$ cat config.mk
export PLATFORM = sky130hd
export DESIGN_NAME = priority_round_robin_task_scheduler
export DESIGN_NICKNAME = d
export VERILOG_FILES = /design/src/rtl/prts_pkg.sv /design/src/rtl/priority_round_robin_task_scheduler.sv /design/src/rtl/prts_front.sv /design/src/rtl/prts_core.sv
export SDC_FILE = /design/constraint.sdc
export NUM_CORES = 1
export LEC_CHECK = 0
export BUFFER_PORTS_ARGS = -buffer_cell sky130_fd_sc_hd__buf_2
export CAP_MARGIN = 5
export CORE_MARGIN = 3
export CORE_UTILIZATION = 46
export DETAILED_ROUTE_END_ITERATION = 6
export PLACE_DENSITY = 0.69
export SYNTH_ARGS = -nofsm -noshare
export SYNTH_HDL_FRONTEND = slang
export SYNTH_SLANG_ARGS = --single-unit
$ cat constraint.sdc
create_clock -name i_clk -period 18.8 [get_ports i_clk]
set_input_delay 3.76 -clock i_clk [delete_from_list [all_inputs] [get_ports i_clk]]
set_output_delay 3.76 -clock i_clk [all_outputs]
set_load 0.03 [all_outputs]
$ cat src/rtl/prts_pkg.sv
// Package for the priority round-robin task scheduler.
// Shared types, event codes and constants; no dependencies.
package prts_pkg;
    localparam int MaxTasks    = 16;
    localparam int MutexCount  = 4;
    localparam int TickBits    = 32;
    localparam logic [7:0] IdlePrio = 8'd255;

    typedef enum logic [2:0] {
        FN_CREATE  = 3'd0,
        FN_ACTIVATE = 3'd1,
        FN_TERM    = 3'd2,
        FN_WAIT    = 3'd3,
        FN_TICK    = 3'd4,
        FN_ACQ     = 3'd5,
        FN_REL     = 3'd6,
        FN_NOP     = 3'd7
    } t_func;

    typedef enum logic [1:0] {
        MD_SUSP  = 2'd0,
        MD_READY = 2'd1,
        MD_RUN   = 2'd2
    } t_mode;

    typedef enum logic [1:0] {
        ST_OK      = 2'd0,
        ST_FULL    = 2'd1,
        ST_WAITER  = 2'd2,
        ST_NOSLOT  = 2'd3
    } t_status;

    typedef struct packed {
        t_func        func;
        logic [3:0]   task_id;
        logic [7:0]   priority_req;
        logic [31:0]  wait_ticks;
        logic [1:0]   mutex_id;
    } t_event;

    typedef enum logic [2:0] {
        SQ_IDLE, SQ_APPLY, SQ_TICK, SQ_BEST, SQ_PICK, SQ_OUT
    } t_seq_state;
endpackage

$ cat src/rtl/priority_round_robin_task_scheduler.sv
// Top level of the priority round-robin task scheduler. Each event passes through the
// apply step, the slot-serial tick scan for a tick, the slot-serial best-priority scan
// and the pick scan, which stops at the first hit, before its result is valid.
// The back end finishes one event before it takes the next; a two-entry queue decouples
// input, and a result waiting on m_axis_tready holds the back end.
// Reset (synchronous, active low): idle task running, no others created.
module priority_round_robin_task_scheduler #(
    parameter int MAX_TASKS   = prts_pkg::MaxTasks,
    parameter int MUTEX_COUNT = prts_pkg::MutexCount,
    parameter int TICK_BITS   = prts_pkg::TickBits
) (
    input  logic        i_clk,
    input  logic        i_rst_n,
    input  logic        i_cfg_we,
    input  logic        i_cfg_wdata,
    input  logic        s_axis_tvalid,
    output logic        s_axis_tready,
    // func[2:0], task_id[6:3], priority_req[14:7], wait_ticks[46:15], mutex_id[48:47]
    input  logic [55:0] s_axis_tdata,
    output logic        m_axis_tvalid,
    input  logic        m_axis_tready,
    // running_task[3:0], switched[4], created_id[8:5], status[10:9]
    output logic [15:0] m_axis_tdata
);
    import prts_pkg::*;
    logic   r_enable;
    t_event w_in, w_qev;
    logic   w_qv, w_pop;
    logic [3:0] w_run, w_cid;
    logic [1:0] w_stat;
    logic       w_sw;

    always_ff @(posedge i_clk) begin
        if (!i_rst_n) r_enable <= 1'b0;
        else if (i_cfg_we) r_enable <= i_cfg_wdata;
    end

    assign w_in.func         = t_func'(s_axis_tdata[2:0]);
    assign w_in.task_id      = s_axis_tdata[6:3];
    assign w_in.priority_req = s_axis_tdata[14:7];
    assign w_in.wait_ticks   = s_axis_tdata[46:15];
    assign w_in.mutex_id     = s_axis_tdata[48:47];

    prts_front u_front (
        .i_clk, .i_rst_n, .s_axis_tvalid, .s_axis_tready,
        .i_event(w_in), .o_q_valid(w_qv), .i_q_pop(w_pop), .o_q_event(w_qev)
    );

    prts_core #(.MAX_TASKS(MAX_TASKS), .MUTEX_COUNT(MUTEX_COUNT),
                .TICK_BITS(TICK_BITS)) u_core (
        .i_clk, .i_rst_n, .i_enable(r_enable), .i_q_valid(w_qv), .o_q_pop(w_pop),
        .i_event(w_qev), .o_res_valid(m_axis_tvalid), .i_res_ready(m_axis_tready),
        .o_running_task(w_run), .o_switched(w_sw), .o_created_id(w_cid),
        .o_status(w_stat)
    );

    assign m_axis_tdata = {5'd0, w_stat, w_cid, w_sw, w_run};
endmodule

$ cat src/rtl/prts_front.sv
// Front end: accepts event transactions and queues them.
// Depends on prts_pkg.
module prts_front (
    input  logic              i_clk,
    input  logic              i_rst_n,
    input  logic              s_axis_tvalid,
    output logic              s_axis_tready,
    input  prts_pkg::t_event  i_event,
    output logic              o_q_valid,
    input  logic              i_q_pop,
    output prts_pkg::t_event  o_q_event
);
    import prts_pkg::*;
    t_event     r_mem [2];
    logic       r_wp, r_rp;
    logic [1:0] r_cnt;
    logic       w_push;

    assign s_axis_tready = (r_cnt != 2'd2);
    assign w_push        = s_axis_tvalid && s_axis_tready;
    assign o_q_valid     = (r_cnt != 2'd0);
    assign o_q_event     = r_mem[r_rp];

    always_ff @(posedge i_clk) begin
        if (w_push) r_mem[r_wp] <= i_event;
        if (!i_rst_n) begin
            r_wp <= 1'b0;
            r_rp <= 1'b0;
            r_cnt <= 2'd0;
        end else begin
            if (w_push) r_wp <= ~r_wp;
            if (i_q_pop) r_rp <= ~r_rp;
            r_cnt <= r_cnt + 2'(w_push) - 2'(i_q_pop);
        end
    end
endmodule

$ cat src/rtl/prts_core.sv
// Back end: task table, mutexes, tick scan and round-robin pick sequencer.
// Depends on prts_pkg.
module prts_core #(
    parameter int MAX_TASKS   = prts_pkg::MaxTasks,
    parameter int MUTEX_COUNT = prts_pkg::MutexCount,
    parameter int TICK_BITS   = prts_pkg::TickBits
) (
    input  logic              i_clk,
    input  logic              i_rst_n,
    input  logic              i_enable,
    input  logic              i_q_valid,
    output logic              o_q_pop,
    input  prts_pkg::t_event  i_event,
    output logic              o_res_valid,
    input  logic              i_res_ready,
    output logic [3:0]        o_running_task,
    output logic              o_switched,
    output logic [3:0]        o_created_id,
    output logic [1:0]        o_status
);
    import prts_pkg::*;
    localparam int SW = $clog2(MAX_TASKS);
    localparam int CW = $clog2(MAX_TASKS + 1);
    localparam int MW = (MUTEX_COUNT > 1) ? $clog2(MUTEX_COUNT) : 1;

    t_seq_state r_st, n_st;
    logic [7:0]           r_prio    [MAX_TASKS];
    t_mode                r_mode    [MAX_TASKS];
    logic                 r_blk     [MAX_TASKS];
    logic [TICK_BITS-1:0] r_wait    [MAX_TASKS];
    logic [CW-1:0]        r_created;
    logic [SW-1:0]        r_cur;
    logic                 r_hv [MUTEX_COUNT];
    logic [SW-1:0]        r_hs [MUTEX_COUNT];
    logic                 r_pv [MUTEX_COUNT];
    logic [SW-1:0]        r_ps [MUTEX_COUNT];
    t_event               r_ev;
    logic [SW:0]          r_k;
    logic [8:0]           r_best;
    logic                 r_found;
    logic [SW-1:0]        r_next;
    logic [1:0]           r_status;
    logic [3:0]           r_cid;
    logic                 r_ovalid;
    logic [3:0]           r_orun;
    logic                 r_osw;
    logic [3:0]           r_ocid;
    logic [1:0]           r_ostat;

    logic [SW-1:0] w_idx, w_scan, w_pidx;
    logic [SW:0]   w_psum;
    logic          w_tid_ok, w_mid_ok, w_slot_ok, w_cand;
    logic [MW-1:0] w_mid;
    logic          w_out_free;
    logic [TICK_BITS-1:0] w_ticks, w_dec;
    t_status       w_status;
    logic [3:0]    w_cid;

    assign w_mid    = MW'(r_ev.mutex_id);
    assign w_tid_ok = 32'(r_ev.task_id) < 32'(r_created);
    assign w_mid_ok = 32'(r_ev.mutex_id) < MUTEX_COUNT;
    assign w_idx    = SW'(r_ev.task_id);
    assign w_scan   = r_k[SW-1:0];
    assign w_slot_ok = 32'(w_scan) < 32'(r_created);
    assign w_cand   = w_slot_ok && (r_mode[w_scan] != MD_SUSP);
    assign w_ticks  = TICK_BITS'(r_ev.wait_ticks);
    assign w_dec    = r_wait[w_scan] - 1'b1;
    assign w_out_free = !r_ovalid || i_res_ready;
    assign o_q_pop  = (r_st == SQ_IDLE) && i_q_valid;
    // cyclic slot after the current one, wrapped at the slot count
    assign w_psum   = {1'b0, r_cur} + r_k;
    assign w_pidx   = (32'(w_psum) >= MAX_TASKS) ? SW'(32'(w_psum) - MAX_TASKS)
                                                 : SW'(w_psum);

    assign o_res_valid    = r_ovalid;
    assign o_running_task = r_orun;
    assign o_switched     = r_osw;
    assign o_created_id   = r_ocid;
    assign o_status       = r_ostat;

    always_comb begin
        w_status = ST_OK;
        w_cid    = '0;
        case (r_ev.func) inside
            FN_CREATE: begin
                if (32'(r_created) >= MAX_TASKS) w_status = ST_FULL;
                else w_cid = 4'(r_created);
            end
            FN_ACTIVATE, FN_TERM, FN_WAIT: begin
                if (!w_tid_ok) w_status = ST_NOSLOT;
            end
            FN_ACQ: begin
                if (!w_tid_ok) w_status = ST_NOSLOT;
                else if (w_mid_ok && r_hv[w_mid] && r_hs[w_mid] != w_idx && r_pv[w_mid])
                    w_status = ST_WAITER;
            end
            default: ;
        endcase
    end

    always_comb begin
        n_st = r_st;
        unique case (r_st)
            SQ_IDLE:  if (i_q_valid) n_st = SQ_APPLY;
            SQ_APPLY: n_st = (r_ev.func == FN_TICK) ? SQ_TICK : SQ_BEST;
            SQ_TICK:  if (32'(r_k) == MAX_TASKS - 1) n_st = SQ_BEST;
            SQ_BEST:  if (32'(r_k) == MAX_TASKS - 1) n_st = SQ_PICK;
            SQ_PICK:  if (r_found || 32'(r_k) == MAX_TASKS) n_st = SQ_OUT;
            SQ_OUT:   if (w_out_free) n_st = SQ_IDLE;
            default:  n_st = SQ_IDLE;
        endcase
    end

    always_ff @(posedge i_clk) begin
        if (!i_rst_n) begin
            r_st <= SQ_IDLE;
            for (int i = 0; i < MAX_TASKS; i++) begin
                r_mode[i] <= MD_SUSP;
                r_blk[i]  <= 1'b0;
                r_wait[i] <= '0;
            end
            r_prio[0] <= IdlePrio;
            r_mode[0] <= MD_RUN;
            r_created <= CW'(1);
            r_cur <= '0;
            for (int m = 0; m < MUTEX_COUNT; m++) begin
                r_hv[m] <= 1'b0;
                r_pv[m] <= 1'b0;
            end
            r_ovalid <= 1'b0;
        end else begin
            r_st <= n_st;
            if (r_st == SQ_OUT && w_out_free) r_ovalid <= 1'b1;
            else if (i_res_ready) r_ovalid <= 1'b0;
            unique case (r_st)
                SQ_IDLE: begin
                    r_ev <= i_event;
                    r_k  <= '0;
                end
                SQ_APPLY: begin
                    r_status <= w_status;
                    r_cid    <= w_cid;
                    r_k      <= '0;
                    r_best   <= 9'd256;
                    case (r_ev.func) inside
                        FN_CREATE: begin
                            if (32'(r_created) < MAX_TASKS) begin
                                r_prio[SW'(r_created)] <= r_ev.priority_req;
                                r_mode[SW'(r_created)] <= MD_SUSP;
                                r_blk[SW'(r_created)]  <= 1'b0;
                                r_wait[SW'(r_created)] <= '0;
                                r_created <= r_created + 1'b1;
                            end
                        end
                        FN_ACTIVATE, FN_TERM, FN_WAIT: begin
                            if (!w_tid_ok) begin
                            end else if (r_ev.func == FN_ACTIVATE) begin
                                if (r_mode[w_idx] == MD_SUSP) r_mode[w_idx] <= MD_READY;
                                r_blk[w_idx]  <= 1'b0;
                                r_wait[w_idx] <= '0;
                            end else if (r_ev.func == FN_TERM) begin
                                r_mode[w_idx] <= MD_SUSP;
                                r_blk[w_idx]  <= 1'b0;
                                r_wait[w_idx] <= '0;
                            end else begin
                                r_wait[w_idx] <= (w_ticks == '0) ? TICK_BITS'(1) : w_ticks;
                                r_blk[w_idx]  <= 1'b1;
                                r_mode[w_idx] <= MD_SUSP;
                            end
                        end
                        FN_ACQ: begin
                            if (w_tid_ok && w_mid_ok) begin
                                if (!r_hv[w_mid]) begin
                                    r_hv[w_mid] <= 1'b1;
                                    r_hs[w_mid] <= w_idx;
                                end else if (r_hs[w_mid] != w_idx && !r_pv[w_mid]) begin
                                    r_pv[w_mid] <= 1'b1;
                                    r_ps[w_mid] <= w_idx;
                                    r_mode[w_idx] <= MD_SUSP;
                                end
                            end
                        end
                        FN_REL: begin
                            if (w_mid_ok && r_hv[w_mid]) begin
                                if (r_pv[w_mid]) begin
                                    r_hs[w_mid] <= r_ps[w_mid];
                                    r_pv[w_mid] <= 1'b0;
                                    if (r_mode[r_ps[w_mid]] == MD_SUSP)
                                        r_mode[r_ps[w_mid]] <= MD_READY;
                                end else begin
                                    r_hv[w_mid] <= 1'b0;
                                end
                            end
                        end
                        default: ;
                    endcase
                end
                SQ_TICK: begin
                    if (w_slot_ok && r_mode[w_scan] == MD_SUSP && r_blk[w_scan]) begin
                        r_wait[w_scan] <= w_dec;
                        if (w_dec == '0) begin
                            r_blk[w_scan]  <= 1'b0;
                            r_mode[w_scan] <= MD_READY;
                        end
                    end
                    r_k <= (32'(r_k) == MAX_TASKS - 1) ? '0 : r_k + 1'b1;
                end
                SQ_BEST: begin
                    if (w_cand && {1'b0, r_prio[w_scan]} < r_best)
                        r_best <= {1'b0, r_prio[w_scan]};
                    if (32'(r_k) == MAX_TASKS - 1) begin
                        r_k <= (SW+1)'(1);
                        r_found <= 1'b0;
                        r_next <= '0;
                    end else begin
                        r_k <= r_k + 1'b1;
                    end
                end
                SQ_PICK: begin
                    if (!r_found && 32'(r_k) <= MAX_TASKS) begin
                        if (r_mode[w_pidx] != MD_SUSP
                            && 32'(w_pidx) < 32'(r_created)
                            && {1'b0, r_prio[w_pidx]} == r_best) begin
                            r_found <= 1'b1;
                            r_next  <= w_pidx;
                        end
                        r_k <= r_k + 1'b1;
                    end
                end
                SQ_OUT: begin
                    if (w_out_free) begin
                        logic [SW-1:0] nx;
                        nx = (i_enable && r_best != 9'd256) ? r_next : '0;
                        if (!i_enable || r_best == 9'd256) r_blk[0] <= 1'b0;
                        if (nx != r_cur && r_mode[r_cur] == MD_RUN)
                            r_mode[r_cur] <= MD_READY;
                        r_mode[nx] <= MD_RUN;
                        r_cur    <= nx;
                        r_orun   <= 4'(nx);
                        r_osw    <= (nx != r_cur);
                        r_ocid   <= r_cid;
                        r_ostat  <= r_status;
                    end
                end
                default: ;
            endcase
        end
    end
endmodule

Word-level counts from Yosys, hierarchy flattened
Memories as Yosys holds them, arrays and structs flattened. A register that Yosys moved wholly into a read port is not among the register bits. Cells that the tools add are included.

Add/sub/neg operators: 7. $mul: 0. Div/mod/pow operators: 0. $lt $le $gt $ge: 8. Equal/unequal tests: 28. Shift-type cells: 0. Multiplexer cells: 203. Bitwise operators: 15. Reductions and logical operators: 63.

Operator list (number): $mux 32 (6); $mux 1 (139); $mux 4 (25); $reduce_or 32->1 (3); $logic_not 32->1 (2); $mux 2 (18); $sub 32x1->32 const B (1); $pmux 5 s4 (1); $pmux 3 s6 (1); $pmux 9 s2 (1); $ne 2x1->1 const B (8); $reduce_or 2->1 (8); $eq 3x3->1 const B (5); $logic_and 1x1->1 (15); $lt 4x5->1 (3); $mux 3 (5); $mux 5 (3); $eq 3x2->1 const B (4); $or 1x1->1 (12); $reduce_and 3->1 (4); $reduce_bool 2->1 (6); $add 5x1->5 const B (2); $ge 5x5->1 const B (2); $reduce_and 5->1 (2); other kinds (30) (48).

Flip-flop bits (word level): 54. Latch bits: 0. RAM bits: 826. Bits in read-only memories: 0. Memories: 9.

Memory list: u_core.r_wait (words 16, width 32, read ports 1, clocked after memory_dff 1, wr ports 16, line prts_core.sv:30) `logic [TICK_BITS-1:0] r_wait [MAX_TASKS];`; u_core.r_prio (words 16, width 8, read ports 2, clocked after memory_dff 1, wr ports 1, line prts_core.sv:27) `logic [7:0] r_prio [MAX_TASKS];`; u_front.r_mem (words 2, width 49, read ports 1, clocked after memory_dff 1, wr ports 1, line prts_front.sv:14) `t_event r_mem [2];`; u_core.r_mode (words 16, width 2, read ports 5, clocked after memory_dff 2, wr ports 16, line prts_core.sv:28) `t_mode r_mode [MAX_TASKS];`; u_core.r_blk (words 16, width 1, read ports 1, clocked after memory_dff 1, wr ports 16, line prts_core.sv:29) `logic r_blk [MAX_TASKS];`; u_core.r_hs (words 4, width 4, read ports 1, clocked after memory_dff 0, wr ports 1, line prts_core.sv:34) `logic [SW-1:0] r_hs [MUTEX_COUNT];`; +3 memories.

Logic depth before layout (Yosys ltp)
An unclocked memory read counts as a cell.

Word-level depth: 18. Depth in mapped cells: 22.

Modules after synthesis
A second synthesis with hierarchy kept.

Cell total of the unflattened synthesis: 3060. Area total of the unflattened synthesis: 43038.8 um^2.

By module, submodules not included: prts_core (instances 1, cells an instance 2870, area an instance 39121.3 um^2); prts_front (instances 1, cells an instance 180, area an instance 3832.4 um^2); priority_round_robin_task_scheduler (instances 1, cells an instance 10, area an instance 85.1 um^2).

Worst setup path before layout
No wires, ideal clock.

Path kind: input -> register. Start: in i_rst_n. End: reg u_core.r_ev[34] (netlist bit) (enable). Setup time: 577 ps. Arrival time: 8873 ps. Slack: 9350 ps. Stages on the path: 4. Buffers on the path: 2. Cells stage by stage: clkbuf_1 inv_1 clkbuf_1 nor4_1.

Longest elaborated chain between the ends: 1.

RTL lines: start: declaration (line priority_round_robin_task_scheduler.sv:13) `input logic i_rst_n,`; $reduce_and 2->1 (no line); end signal: assignment (line prts_core.sv:137) `r_ev <= i_event;`; end: declaration (line prts_core.sv:37) `t_event r_ev;`.

Every way passes these cells. A chain may end at the register's enable or synchronous reset.

==> impl_metrics.env <==
export IMPL_met1Wirelength_mm=44.4
export IMPL_cts_root_buf="clkbuf_16"
export IMPL_async_flop_share=0
export IMPL_crit_end="u_core.r_wait[9][15]$_SDFFCE_PN0P_"
export IMPL_p_leak_nw=15.5
export IMPL_cp_arrival_ns=8.71
export IMPL_status="complete, no violations"
export IMPL_finalInstanceArea_mm2=0.0473
export IMPL_wl_met3_mm=11.0
export IMPL_ctsHtreeMaxLevel=3
export IMPL_cts_setup_buffers=0
export IMPL_layout_cells_non_filler=4389
export IMPL_rsz0062_at_grt="false"
export IMPL_core_area_mm2=0.0918
export IMPL_diodes=0
export IMPL_wire_per_inst_um=26.1
export IMPL_synth_edf_count=857
export IMPL_place_gp_congestion=0.908
export IMPL_rows=111
export IMPL_r2r_end="u_core.r_mode[14][0]$_SDFFE_PP0P_"
export IMPL_ios=80
export IMPL_antenna_found_initial=1
export IMPL_detailed_place_area_mm2=0.0444
export IMPL_worstSetupStartpoint="i_rst_n"
export IMPL_grt_pass1_wl_mm=169
export IMPL_cts_resized_gates=0
export IMPL_cts_tree="yes"
export IMPL_synth_ff_type="edfxtp_1"
export IMPL_crit_path_max_fanout=46
export IMPL_routed_wirelength_mm=115
export IMPL_die_area_mm2=0.0965
export IMPL_dp_cells=4220
export IMPL_holdCritPathClass="reg -> reg"
export IMPL_r2r_cells=14
export IMPL_start_util=0.465
export IMPL_timing_final_max_slew_violations=0
export IMPL_grt_pass1_vias=26443
export IMPL_highest_layer="met5"
export IMPL_ys_seq_area_frac=0.640
export IMPL_die_w_um=311
export IMPL_slowest_delay_ns=1.25
export IMPL_critPathKind="in -> reg"
export IMPL_fin_crit_sh=0.449
export IMPL_yosys_register_bits=937
export IMPL_clock_path_buffers=3
export IMPL_hold_viol_final=0
export IMPL_setup_viol=0
export IMPL_vdd_ir_drop_max_uv=98.5
export IMPL_overflow=0
export IMPL_grt_usage=0.234
export IMPL_maxCapViolCount=0
export IMPL_postCtsHoldBufs=0
export IMPL_avgViaCountPerCell=6.08
export IMPL_power_frac_seq=0.478
export IMPL_first_pass_iters=6
export IMPL_intPower_w=0.00384
export IMPL_dieHeight_um=311
export IMPL_slowest_stage="nand2_2"
export IMPL_clock_skew_ns=0.0290
export IMPL_synth_top_area_cell="edfxtp_1"
export IMPL_p_sw_frac=0.281
export IMPL_crit_chain="buf_2 -> buf_4 -> and2_0 -> o21ai_0 -> or3_1 -> mux2i_1 -> inv_1 -> or3_1 -> o31ai_1 -> nand2_2 -> nand2_2"
export IMPL_start_kind="input port"
export IMPL_final_cell_mix="edfxtp_1 (857), nor2_1 (659), mux4_2 (220)"
export IMPL_clkTransAtPathRegs_ns=0.06
export IMPL_clock_latency_ns=0.66
export IMPL_clkSinkCount=937
export IMPL_fin_crit_ns=8.45
export IMPL_numCtsBuffers=92
export IMPL_p_per_area_mw_per_mm2=113
export IMPL_synth_top_area_share=0.603
export IMPL_antenna_left=0
export IMPL_drc=0
export IMPL_tightest_slew_ns=1.33
export IMPL_clock_power_share=0.336
export IMPL_max_freq_mhz=118
export IMPL_synthTopCellsByArea="edfxtp_1 (60%), mux4_2 (12%), nor2_1 (5.8%)"
export IMPL_critPathCaptureType="flip-flop"
export IMPL_power_switching_w=0.00150
export IMPL_post_dp_hpwl_mm=67.4
export IMPL_ys_warn_count=0
export IMPL_port_buffers=67
export IMPL_grt_max_degree=108
export IMPL_synth_area_mm2=0.0427
export IMPL_slew_headroom=0.116
export IMPL_finalSetupTns_ns=0
export IMPL_worstPathRequired_ns=19.07
export IMPL_via_count=26675
export IMPL_synthCells=3040
export IMPL_met2_length_mm=53.8
export IMPL_area_delta_synth_final_pct=10.9
export IMPL_ys_types=87
export IMPL_avgSynthCellArea_um2=14.0
export IMPL_final_nets=3164
export IMPL_layout_drive_gt1_share=0.206
export IMPL_final_common_cell="edfxtp_1"
export IMPL_drtIter0Drc=3233
export IMPL_pwr_share_comb=0.186
export IMPL_ff2ff_setup_slack_ns=10.62
registers in the layout, indices dropped and copies added (netlist names), 9 cells and up, named ones only:
name / flops
u_core.r_prio: 128
u_front.r_mem: 98
u_core.r_mode: 32
u_core.r_blk: 16
u_core.r_best: 9
u_core.w_ticks: 32
u_core.r_wait: 512
u_core.r_ev: 11
u_core.r_ps: 16
u_core.r_hs: 16
worst min-delay path by stage:
stage / start / endpoint / slack, ns / cells past startpoint
floorplan: u_core.r_cid[0]$_SDFFCE_PP0P_ / u_core.o_created_id[0]$_DFFE_PP_ / 0.40 / 0
global route: u_core.r_cid[3]$_SDFFCE_PP0P_ / u_core.o_created_id[3]$_DFFE_PP_ / 0.45 / 0
global placement: u_core.r_cid[2]$_SDFFCE_PP0P_ / u_core.o_created_id[2]$_DFFE_PP_ / 0.43 / 0
detailed placement: u_core.r_cid[3]$_SDFFCE_PP0P_ / u_core.o_created_id[3]$_DFFE_PP_ / 0.43 / 0
CTS: u_core.r_cid[3]$_SDFFCE_PP0P_ / u_core.o_created_id[3]$_DFFE_PP_ / 0.44 / 0
finish: u_core.r_cid[3]$_SDFFCE_PP0P_ / u_core.o_created_id[3]$_DFFE_PP_ / 0.43 / 0
Yosys cell counts (all sizes together) (16+ instances only):
library cell / count
mux2: 67
nor3: 29
o21ai: 53
a21oi: 61
and2: 25
nor4: 28
mux4: 225
xnor2: 39
buf: 67
inv: 54
clkbuf: 155
dfxtp: 80
or3: 19
nor2b: 22
nand3: 47
mux2i: 48
nand2b: 24
ha: 29
o31ai: 16
a22oi: 52
nand2: 150
edfxtp: 857
nor2: 661
o211ai: 28
through the flow:
step                setup slack [ns]  power, W  utilization  hold WS [ns]
floorplan                       9.35   0.00326            -         0.400
global placement                9.98   0.00356        0.484         0.426
detailed placement              9.97   0.00358        0.484         0.434
CTS                            10.57   0.00536        0.516         0.437
global route                   10.27   0.00553        0.516         0.448
finish                         10.35   0.00534        0.516         0.430
cell type report:
| class | instances | area [um2] |
|---|---|---|
| multi-input cells | 1829 | 14300 |
| clock inverters | 51 | 465 |
| clock buffers | 117 | 2420 |
| fillers | 7606 | 44500 |
| well taps | 1243 | 1560 |
| inverters | 56 | 210 |
| repair buffers | 156 | 1020 |
| flip-flops and latches | 937 | 27300 |
cell families after synthesis:
family | Yosys count | synth area share
XOR/XNOR | 49 | 0.0101
AND/OR/NAND/NOR | 1077 | 0.111
multiplexers | 340 | 0.148
AO/OA/AOI/OAI | 328 | 0.0536
flip-flops | 937 | 0.640
adder cells (fa/ha/maj) | 30 | 0.00897
other | 1 | 0.0000878
buffers and inverters | 278 | 0.0281
power by group through the flow:
stage               Sequential [W]  Combinational (W)  Clock (W)
finish                     0.00255           0.000994    0.00180
CTS                        0.00255           0.000988    0.00182
floorplan                  0.00251           0.000752          0
detailed placement         0.00259           0.000983          0
global placement           0.00259           0.000974          0
global route               0.00256            0.00107    0.00190
critical path, delay by kind of cell:
kind,cells,cell delay [ns]
and+or+nand+nor,5,3.30
buffers and inverters,3,0.66
AOI/OAI and AO/OA,2,0.51
muxes,1,0.44
per-layer routing:
metal | vias up | global-route usage
met3 | 301 | 0.0539
met5 | - | 0
met4 | 2 | 0.104
met2 | 1375 | 0.368
li1 | 11545 | -
met1 | 13452 | 0.313
(Power assumes the default switching activity.)
